## config.mk

```make
export PLATFORM = sky130hd
export DESIGN_NAME = gpio_port_with_lock_sequence_top
export DESIGN_NICKNAME = d
export VERILOG_FILES = /design/src/sv/gpio_lk_pkg.sv /design/src/sv/gpio_port_with_lock_sequence_top.sv
export SDC_FILE = /design/constraint.sdc
export NUM_CORES = 1
export LEC_CHECK = 0
export ABC_AREA = 1
export BUFFER_PORTS_ARGS = -buffer_cell sky130_fd_sc_hd__buf_2
export CORE_ASPECT_RATIO = 1.75
export CORE_MARGIN = 3
export CORE_UTILIZATION = 50
export CTS_BUF_LIST = sky130_fd_sc_hd__clkbuf_8 sky130_fd_sc_hd__clkbuf_16
export DETAILED_ROUTE_END_ITERATION = 7
export PLACE_DENSITY = 0.74
export SYNTH_ARGS = -nofsm -noshare
export SYNTH_HDL_FRONTEND = slang
export SYNTH_SLANG_ARGS = --single-unit
```

## constraint.sdc

```tcl
create_clock -name i_clk -period 2.8 [get_ports i_clk]
set_clock_uncertainty 0.2 [all_clocks]
set_input_delay 0.14 -clock i_clk [delete_from_list [all_inputs] [get_ports i_clk]]
set_output_delay 0.14 -clock i_clk [all_outputs]
set_load 0.05 [all_outputs]
```

## src/sv/gpio_lk_pkg.sv

```systemverilog
// Package for the GPIO port with configuration lock key.
// Holds register index codes, access codes, reset constants and the key step type.
// No dependencies.
package gpio_lk_pkg;

    localparam int unsigned PinMax = 16;
    localparam int unsigned DataWidth = 32;
    localparam int unsigned IndexWidth = 3;
    localparam int unsigned KeyBit = 16;

    localparam logic [DataWidth-1:0] CfgReset = 32'h4444_4444;

    localparam logic OpRead = 1'b0;
    localparam logic OpWrite = 1'b1;

    localparam logic [IndexWidth-1:0] RegCfgLow = 3'd0;
    localparam logic [IndexWidth-1:0] RegCfgHigh = 3'd1;
    localparam logic [IndexWidth-1:0] RegInData = 3'd2;
    localparam logic [IndexWidth-1:0] RegOutData = 3'd3;
    localparam logic [IndexWidth-1:0] RegLock = 3'd4;

    // Progress through the lock key sequence.
    typedef enum logic [3:0] {
        KEY_IDLE = 4'b0001,
        KEY_SET1 = 4'b0010,
        KEY_CLR = 4'b0100,
        KEY_SET2 = 4'b1000
    } t_key_step;

    // Expands eight pin enables into a word with one 4-bit field per pin.
    function automatic logic [DataWidth-1:0] nibble_mask(input logic [7:0] pins);
        logic [DataWidth-1:0] m;
        m = '0;
        for (int i = 0; i < 8; i++) begin
            if (pins[i]) begin
                m[4*i +: 4] = 4'hF;
            end
        end
        return m;
    endfunction

endpackage

```

## src/sv/gpio_port_with_lock_sequence_top.sv

```systemverilog
// Top level of the GPIO port register block with configuration lock key.
// Depends on gpio_lk_pkg for register codes, reset values and the key step type.
// Single module; all state and the result register live here.

// This block is the register file of a 16-pin general purpose I/O port, driven by a
// stream of bus accesses. Each accepted item is one read or write of the low or
// high configuration word (one 4-bit field per pin), the input data register (the
// sampled pin levels that arrive with the item), the output data register, or the
// lock register. Every item yields exactly one result item holding the read data
// (zero for writes), the output data register and the lock status as they stand
// after the access. The lock register is armed by the key sequence: write with
// bit 16 set, write with bit 16 clear, write with bit 16 set again with the same
// lock bits, then read the lock register. That read returns bit 16 clear and
// engages the lock; from then on the lock register ignores writes and the
// configuration fields of locked pins hold their value until reset. A write that
// breaks the sequence restarts it. The block takes one item per clock cycle while
// results are taken: the register update and the result are computed in a
// single pass of logic from the accepted item and captured in the result register.
// A new item can enter in the same cycle that the previous result is taken; while
// a result waits in the result register, the input is stalled.
// PIN_COUNT (8 to 16) sets how many pins exist; pins above it read as zero and
// keep their reset configuration.
module gpio_port_with_lock_sequence_top
    import gpio_lk_pkg::*;
#(
    parameter int unsigned PIN_COUNT = 16
) (
    input  logic                  i_clk,
    input  logic                  i_rst_n,
    // Access channel.
    input  logic                  i_in_valid,
    output logic                  o_in_ready,
    input  logic                  i_op,
    input  logic [IndexWidth-1:0] i_reg_index,
    input  logic [DataWidth-1:0]  i_write_data,
    input  logic [PinMax-1:0]     i_pin_in,
    // Result channel.
    output logic                  o_out_valid,
    input  logic                  i_out_ready,
    output logic [DataWidth-1:0]  o_read_data,
    output logic [PinMax-1:0]     o_pin_out,
    output logic                  o_lock_active
);

    // Mask of the pins that exist in this configuration.
    localparam logic [PinMax-1:0] PinMask = PinMax'((33'd1 << PIN_COUNT) - 33'd1);

    // Architectural state.
    logic [DataWidth-1:0] r_cfg_low, n_cfg_low;
    logic [DataWidth-1:0] r_cfg_high, n_cfg_high;
    logic [PinMax-1:0]    r_out_data, n_out_data;
    logic [PinMax-1:0]    r_lock_bits, n_lock_bits;
    logic                 r_key_locked, n_key_locked;
    t_key_step            r_key_step, n_key_step;

    // Result register.
    logic                 r_out_valid;
    logic [DataWidth-1:0] r_read_data, n_read_data;
    logic [PinMax-1:0]    r_pin_out;
    logic                 r_lock_active;

    logic                 accept;
    logic [PinMax-1:0]    writable;
    logic [DataWidth-1:0] mask_low;
    logic [DataWidth-1:0] mask_high;
    logic [PinMax-1:0]    wr_bits;
    logic                 wr_key;
    logic                 wr_same;
    t_key_step            restart_step;

    // A new item enters whenever the result register is empty or being drained.
    assign o_in_ready = !r_out_valid || i_out_ready;
    assign accept     = i_in_valid && o_in_ready;

    // Locked pins are protected only once the key sequence has completed.
    assign writable  = PinMask & ~(r_key_locked ? r_lock_bits : '0);
    assign mask_low  = nibble_mask(writable[7:0]);
    assign mask_high = nibble_mask(writable[15:8]);

    assign wr_bits      = i_write_data[PinMax-1:0] & PinMask;
    assign wr_key       = i_write_data[KeyBit];
    assign wr_same      = (wr_bits == r_lock_bits);
    assign restart_step = wr_key ? KEY_SET1 : KEY_IDLE;

    always_comb begin
        n_cfg_low    = r_cfg_low;
        n_cfg_high   = r_cfg_high;
        n_out_data   = r_out_data;
        n_lock_bits  = r_lock_bits;
        n_key_locked = r_key_locked;
        n_key_step   = r_key_step;
        n_read_data  = '0;

        if (i_op == OpWrite) begin
            unique case (i_reg_index)
                RegCfgLow: begin
                    n_cfg_low = (r_cfg_low & ~mask_low) | (i_write_data & mask_low);
                end
                RegCfgHigh: begin
                    n_cfg_high = (r_cfg_high & ~mask_high) | (i_write_data & mask_high);
                end
                RegOutData: begin
                    n_out_data = i_write_data[PinMax-1:0] & PinMask;
                end
                RegLock: begin
                    // Once locked, the lock register ignores writes entirely.
                    if (!r_key_locked) begin
                        n_lock_bits = wr_bits;
                        priority if (r_key_step == KEY_IDLE) begin
                            n_key_step = restart_step;
                        end else if (r_key_step == KEY_SET1 && !wr_key && wr_same) begin
                            n_key_step = KEY_CLR;
                        end else if (r_key_step == KEY_CLR && wr_key && wr_same) begin
                            n_key_step = KEY_SET2;
                        end else begin
                            n_key_step = restart_step;
                        end
                    end
                end
                default: begin
                end
            endcase
        end else begin
            unique case (i_reg_index)
                RegCfgLow:  n_read_data = r_cfg_low;
                RegCfgHigh: n_read_data = r_cfg_high;
                RegInData:  n_read_data = DataWidth'(i_pin_in & PinMask);
                RegOutData: n_read_data = DataWidth'(r_out_data);
                RegLock: begin
                    // The read that completes the sequence still shows the key clear.
                    n_read_data = DataWidth'({r_key_locked, r_lock_bits});
                    if (!r_key_locked && r_key_step == KEY_SET2) begin
                        n_key_locked = 1'b1;
                        n_key_step   = KEY_IDLE;
                    end
                end
                default: begin
                end
            endcase
        end
    end

    always_ff @(posedge i_clk) begin
        if (!i_rst_n) begin
            r_cfg_low    <= CfgReset;
            r_cfg_high   <= CfgReset;
            r_out_data   <= '0;
            r_lock_bits  <= '0;
            r_key_locked <= 1'b0;
            r_key_step   <= KEY_IDLE;
            r_out_valid  <= 1'b0;
        end else begin
            if (accept) begin
                r_cfg_low    <= n_cfg_low;
                r_cfg_high   <= n_cfg_high;
                r_out_data   <= n_out_data;
                r_lock_bits  <= n_lock_bits;
                r_key_locked <= n_key_locked;
                r_key_step   <= n_key_step;
                r_out_valid  <= 1'b1;
            end else if (i_out_ready) begin
                r_out_valid  <= 1'b0;
            end
        end
    end

    always_ff @(posedge i_clk) begin
        if (accept) begin
            r_read_data   <= n_read_data;
            r_pin_out     <= n_out_data;
            r_lock_active <= n_key_locked;
        end
    end

    assign o_out_valid   = r_out_valid;
    assign o_read_data   = r_read_data;
    assign o_pin_out     = r_pin_out;
    assign o_lock_active = r_lock_active;

    // Once engaged, the lock holds until reset.
    a_lock_sticky: assert property (@(posedge i_clk) disable iff (!i_rst_n)
        r_key_locked |=> r_key_locked)
        else $error("lock released without reset");

    // The lock register is frozen after the lock engages.
    a_lock_bits_frozen: assert property (@(posedge i_clk) disable iff (!i_rst_n)
        r_key_locked |=> $stable(r_lock_bits))
        else $error("lock bits changed while locked");

    // A locked pin 0 keeps its configuration field.
    a_pin0_cfg_frozen: assert property (@(posedge i_clk) disable iff (!i_rst_n)
        (r_key_locked && r_lock_bits[0]) |=> $stable(r_cfg_low[3:0]))
        else $error("configuration of a locked pin changed");

    // The key sequence rests idle while the lock is engaged.
    a_step_idle_locked: assert property (@(posedge i_clk) disable iff (!i_rst_n)
        r_key_locked |-> (r_key_step == KEY_IDLE))
        else $error("key sequence active after lock");

    // No item is taken while a result is stalled in the result register.
    a_no_overrun: assert property (@(posedge i_clk) disable iff (!i_rst_n)
        (r_out_valid && !i_out_ready) |-> !o_in_ready)
        else $error("item accepted over a stalled result");

endmodule
```

Yosys cells after proc, flatten, opt, wreduce, memory -nomap -nowiden. Cells that the tools add are included.

Bitwise operators: 10. Eq/ne operators: 10. Reductions and logical operators: 17. Mux-type cells: 34.

Operators with widths (count): 32-bit one-hot mux with 5 select lines (1); 32-bit AND (4); 4-bit 2-to-1 mux (24); 32-bit inverter (2); 32-bit bitwise OR (2); 16-bit 2-to-1 mux (3); 16-bit == test (1); 16-bit inverter (1); 4-bit AND reduction (2); 3-bit by 2-bit == test with 1-bit output (second input constant) (2); 1-bit logical AND (6); 3-bit AND reduction (2); 1-bit 2-to-1 mux (5); 4-bit by 1-bit == test with 1-bit output (second input constant) (1); 4-bit by 2-bit == test with 1-bit output (second input constant) (1); 4-bit by 3-bit == test with 1-bit output (second input constant) (1); 4-bit == test (second input constant) (1); 2-bit nonzero test (2); 3-bit by 1-bit == test with 1-bit output (second input constant) (1); 3-bit == test (second input constant) (1); 1-bit logical NOT (3); 3-bit logical NOT (1); 2-bit 2-to-1 mux (1); 2-bit != test (second input constant) (1); 2 further kinds (2).

Output and inout port bits: 51. Bits of input ports: 56. Logic and storage cells: 81. Flip-flop bits (word level): 151.

Longest topological paths before layout.
Word-level depth: 9. Depth in mapped cells: 11. Depth with buffers taken out: 11.

Worst setup path after synthesis. Ideal clock, no wire load.

Path kind: register to register. From: register r_out_valid (netlist: o_out_valid). To: register with a tool-made name. Setup slack: 0.159 ns. Period minus slack after synthesis: 2.641 ns. Setup time: 0.116 ns. Data required time: 2.484 ns. Buffers on the path: 0. Data arrival time: 2.325 ns. Stages on the path, launching flop included: 11. Cell sequence: dfxtp_1 -> nand2_2 -> nand2_4 -> inv_2 -> nand2_4 -> nor2_8 -> inv_2 -> a21oi_2 -> inv_1 -> nor2_1 -> nor2_1.

RTL lines: from (decl) (line gpio_port_with_lock_sequence_top.sv:57) `logic r_out_valid;`; from (signal assigned) (line gpio_port_with_lock_sequence_top.sv:151) `r_out_valid <= 1'b0;`; from (signal assigned) (line gpio_port_with_lock_sequence_top.sv:160) `r_out_valid <= 1'b1;`; from (signal assigned) (line gpio_port_with_lock_sequence_top.sv:162) `r_out_valid <= 1'b0;`.

Worst setup path after layout.
From: input i_reg_index[0]. To: register r_read_data[0] (netlist: o_read_data[0]), data pin.

Longest elaborated chain between the ends: 2. Elaborated cells between the ends (all ways): 6. Those cells by class: eq/ne: 4; mux: 1; reduce/logical: 1.

RTL lines: from (decl) (line gpio_port_with_lock_sequence_top.sv:34) `input logic [IndexWidth-1:0] i_reg_index,`; 3-bit == test (tied with other cells) (line gpio_port_with_lock_sequence_top.sv:124) `unique case (i_reg_index)`; 32-bit one-hot mux with 5 select lines * (line gpio_port_with_lock_sequence_top.sv:124); to (signal assigned) (line gpio_port_with_lock_sequence_top.sv:169) `r_read_data <= n_read_data;`; to (decl) (line gpio_port_with_lock_sequence_top.sv:58) `logic [DataWidth-1:0] r_read_data, n_read_data;`.

Mark *: on every way between the ends. The rest lies on a longest branch, timed or not. A chain may end at the register's enable or synchronous reset.

==> impl_metrics.sql <==
INSERT INTO impl_metrics (metric_group, metric, value, unit) VALUES
('synth', 'ys_async_sr_fraction', '0', '%'),
('layout', 'drive_above_1_share', '18.78', '%'),
('setup_path', 'path_delay_family', 'buffers and inverters', ''),
('synth', 'synth_seq_area_share', '53.71', '%'),
('floorplanning', 'die_w', '92.46', 'µm'),
('synth', 'ys_types', '33', ''),
('global_route', 'grt_pass1_wl', '27750', 'µm'),
('status', 'run_status', 'complete, no violations', ''),
('clocking', 'worst_setup_hold_path_clk_slew', '60', 'ps'),
('sta', 'share_of_the_clock_period_used_by_the_worst_path_after_layout', '77.24', '%'),
('sta', 'finalHoldViolCount', '0', ''),
('route', 'drt_first_iter_violations', '425', ''),
('route', 'avgRoutedWirePerCell', '15.45', 'µm'),
('power_and_ir_drop', 'p_leak', '3.649', 'nW'),
('sta', 'setup_repair_after_global_routing_missed_its_margin', 'false', ''),
('sta', 'post-route-min-period', '2163', 'ps'),
('route', 'ant_nets', '0', ''),
('floorplanning', 'top_level_ports', '107', ''),
('sta', 'report.final.slew_viol_count', '0', ''),
('layout', 'antenna-diode-count', '0', ''),
('global_route', 'grt_start_max_net_pins', '82', ''),
('floorplanning', 'placeableCoreArea', '12630', 'µm²'),
('power_and_ir_drop', 'maximum_vdd_drop', '0.4463', 'mV'),
('global_route', 'grt_use_total', '24.67', '%'),
('placed_design', 'place.gp.congestion', '0.9012', ''),
('clocking', 'source_to_sink_clock_delay_at_the_later_pin_of_the_worst_skew_pair', '420', 'ps'),
('route', 'drc_errors', '0', ''),
('sta', 'finalSetupViolations', '0', ''),
('synth', 'post_synth_fa_ha_maj_area_fraction', '0', '%'),
('power_and_ir_drop', 'p_per_area', '672.9', 'nW/µm²'),
('setup_path', 'slowest_delay', '570', 'ps'),
('floorplanning', 'start_util', '51.77', '%'),
('setup_path', 'worstSetupEndpointType', 'register', ''),
('min_path', 'hold_path.class', 'in -> reg', ''),
('synth', 'yosys.area_share.simple', '14.86', '%'),
('route', 'finalWirelength', '17320', 'µm'),
('layout', 'synthToLayoutAreaGrowth', '26.38', '%'),
('synth', 'synth.avg_cell_area', '8.187', 'µm²'),
('synth', 'number_of_synthesized_flops_with_an_enable_pin', '49', ''),
('power_and_ir_drop', 'pwr-share-seq', '43.0', '%'),
('synth', 'compound_cell_area_share_of_the_yosys_netlist', '21.69', '%'),
('synth', 'yosys.area.top_type_share', '31.22', '%'),
('clocking', 'htree_num_levels', '4', ''),
('synth', 'netlist_area', '6541', 'µm²'),
('clocking', 'cts_buffers', '17', ''),
('floorplanning', 'die-height', '157.3', 'µm'),
('placed_design', 'dp_hpwl', '11720', 'µm'),
('layout', 'fillers', '1076', ''),
('floorplanning', 'die-area', '14540', 'µm²'),
('clocking', 'cts_sink_cnt', '151', ''),
('clocking', 'post_cts.resized_instances', '0', ''),
('synth', 'post-synth-top-count-cell', 'sky130_fd_sc_hd__nand2_1', ''),
('floorplanning', 'std_cell_rows', '54', ''),
('clocking', 'post-cts-setup-buffer-count', '0', ''),
('global_route', 'gr-total-overflow', '0', ''),
('synth', 'synth_xor_xnor_area_share', '0.1339', '%'),
('layout', 'final_util', '65.43', '%'),
('placed_design', 'place_area', '7224', 'µm²'),
('sta', 'setup_ws', '637.2', 'ps'),
('synth', 'synth.mux.area_fraction', '0', '%'),
('synth', 'ys_ff_latch', '151', ''),
('global_route', 'grt_antenna_before_repair', '0', ''),
('clocking', 'post_cts_hold_buffer_count', '38', ''),
('setup_path', 'worstPathMaxFanout', '17', ''),
('sta', 'timing.slew.headroom', '47.25', '%'),
('clocking', 'cts-root-buf', 'sky130_fd_sc_hd__clkbuf_16', ''),
('synth', 'post_synthesis_cell_count', '799', ''),
('setup_path', 'critical_path_buf_inv_count', '3', ''),
('route', 'routed-via-count', '5917', ''),
('power_and_ir_drop', 'net_switching_component_of_the_power', '0.001325', 'W'),
('power_and_ir_drop', 'power.internal', '0.004238', 'W');
worst min-delay path, delay by kind of cell:
family,cells,cell delay [ps]
AOI/OAI and AO/OA,2,170
and+or+nand+nor,1,90
buffers and inverters,2,100
layer usage:
| metal | global-route usage [%] | vias up | wire length [µm] |
|---|---|---|---|
| met5 | 0 | - | 0 |
| met4 | 13.75 | 0 | 744 |
| met3 | 5.452 | 55 | 776 |
| met2 | 41.31 | 205 | 8654 |
| met1 | 29.20 | 2723 | 7145 |
| li1 | - | 2934 | - |
metrics by stage:
stage / cells / hold WS (ps)
finish: 1121 / 17.35
global route: 1121 / 50.95
CTS: 1121 / 11.83
detailed placement: 1051 / 163.7
global placement: 1051 / 160.8
floorplan: 799 / 53.22
power by group through the flow:
stage | sequential (W) | combinational (W) | clock (W)
global route | 0.00240 | 0.000673 | 0.00267
CTS | 0.00239 | 0.000617 | 0.00258
floorplan | 0.00260 | 0.000230 | 0
global placement | 0.00244 | 0.000567 | 0
detailed placement | 0.00244 | 0.000573 | 0
finish | 0.00239 | 0.000619 | 0.00255
cells by family after synthesis:
| group | after synthesis |
|---|---|
| and+or+nand+nor | 234 |
| AOI/OAI and AO/OA | 251 |
| buffers and inverters | 162 |
| DFF | 151 |
| xor gates and xnor gates | 1 |
cell usage in the layout, fill, tap and decap left out, types with 6 or more instances in the layout:
master,instances
sky130_fd_sc_hd__a211oi_1,17
sky130_fd_sc_hd__a21oi_1,79
sky130_fd_sc_hd__buf_2,106
sky130_fd_sc_hd__buf_4,12
sky130_fd_sc_hd__bufinv_16,6
sky130_fd_sc_hd__clkbuf_16,17
sky130_fd_sc_hd__dfxtp_1,102
sky130_fd_sc_hd__dlygate4sd3_1,38
sky130_fd_sc_hd__edfxtp_1,49
sky130_fd_sc_hd__inv_1,120
sky130_fd_sc_hd__inv_2,11
sky130_fd_sc_hd__nand2_1,132
sky130_fd_sc_hd__nand3_1,12
sky130_fd_sc_hd__nor2_1,73
sky130_fd_sc_hd__o211ai_1,9
sky130_fd_sc_hd__o21ai_0,79
sky130_fd_sc_hd__o21ai_1,25
sky130_fd_sc_hd__o21ai_2,7
sky130_fd_sc_hd__o22ai_1,29
final timing paths:
kind / start / to / slack (ps) / cells after the start
setup reg to reg: r_lock_bits[0] / o_read_data[0] / 820 / 5
hold reg to reg: register / register / 250 / 2
hold / removal: i_pin_in[14] / o_read_data[14] / 20 / 5
setup / recovery: i_reg_index[0] / o_read_data[0] / 640 / 7
layout make-up:
type	instances	area [µm²]	share of cell area, %
clock buffers	19	452.9	5.479
clock inverters	13	209.0	2.528
inverters	128	480.5	5.812
multi-input cells	486	2400	29.03
flip-flops and latches	151	3513	42.50
well taps	168	210.2	2.543
repair buffers	156	1001	12.11
Note: power is estimated with default switching activity, not from simulation.
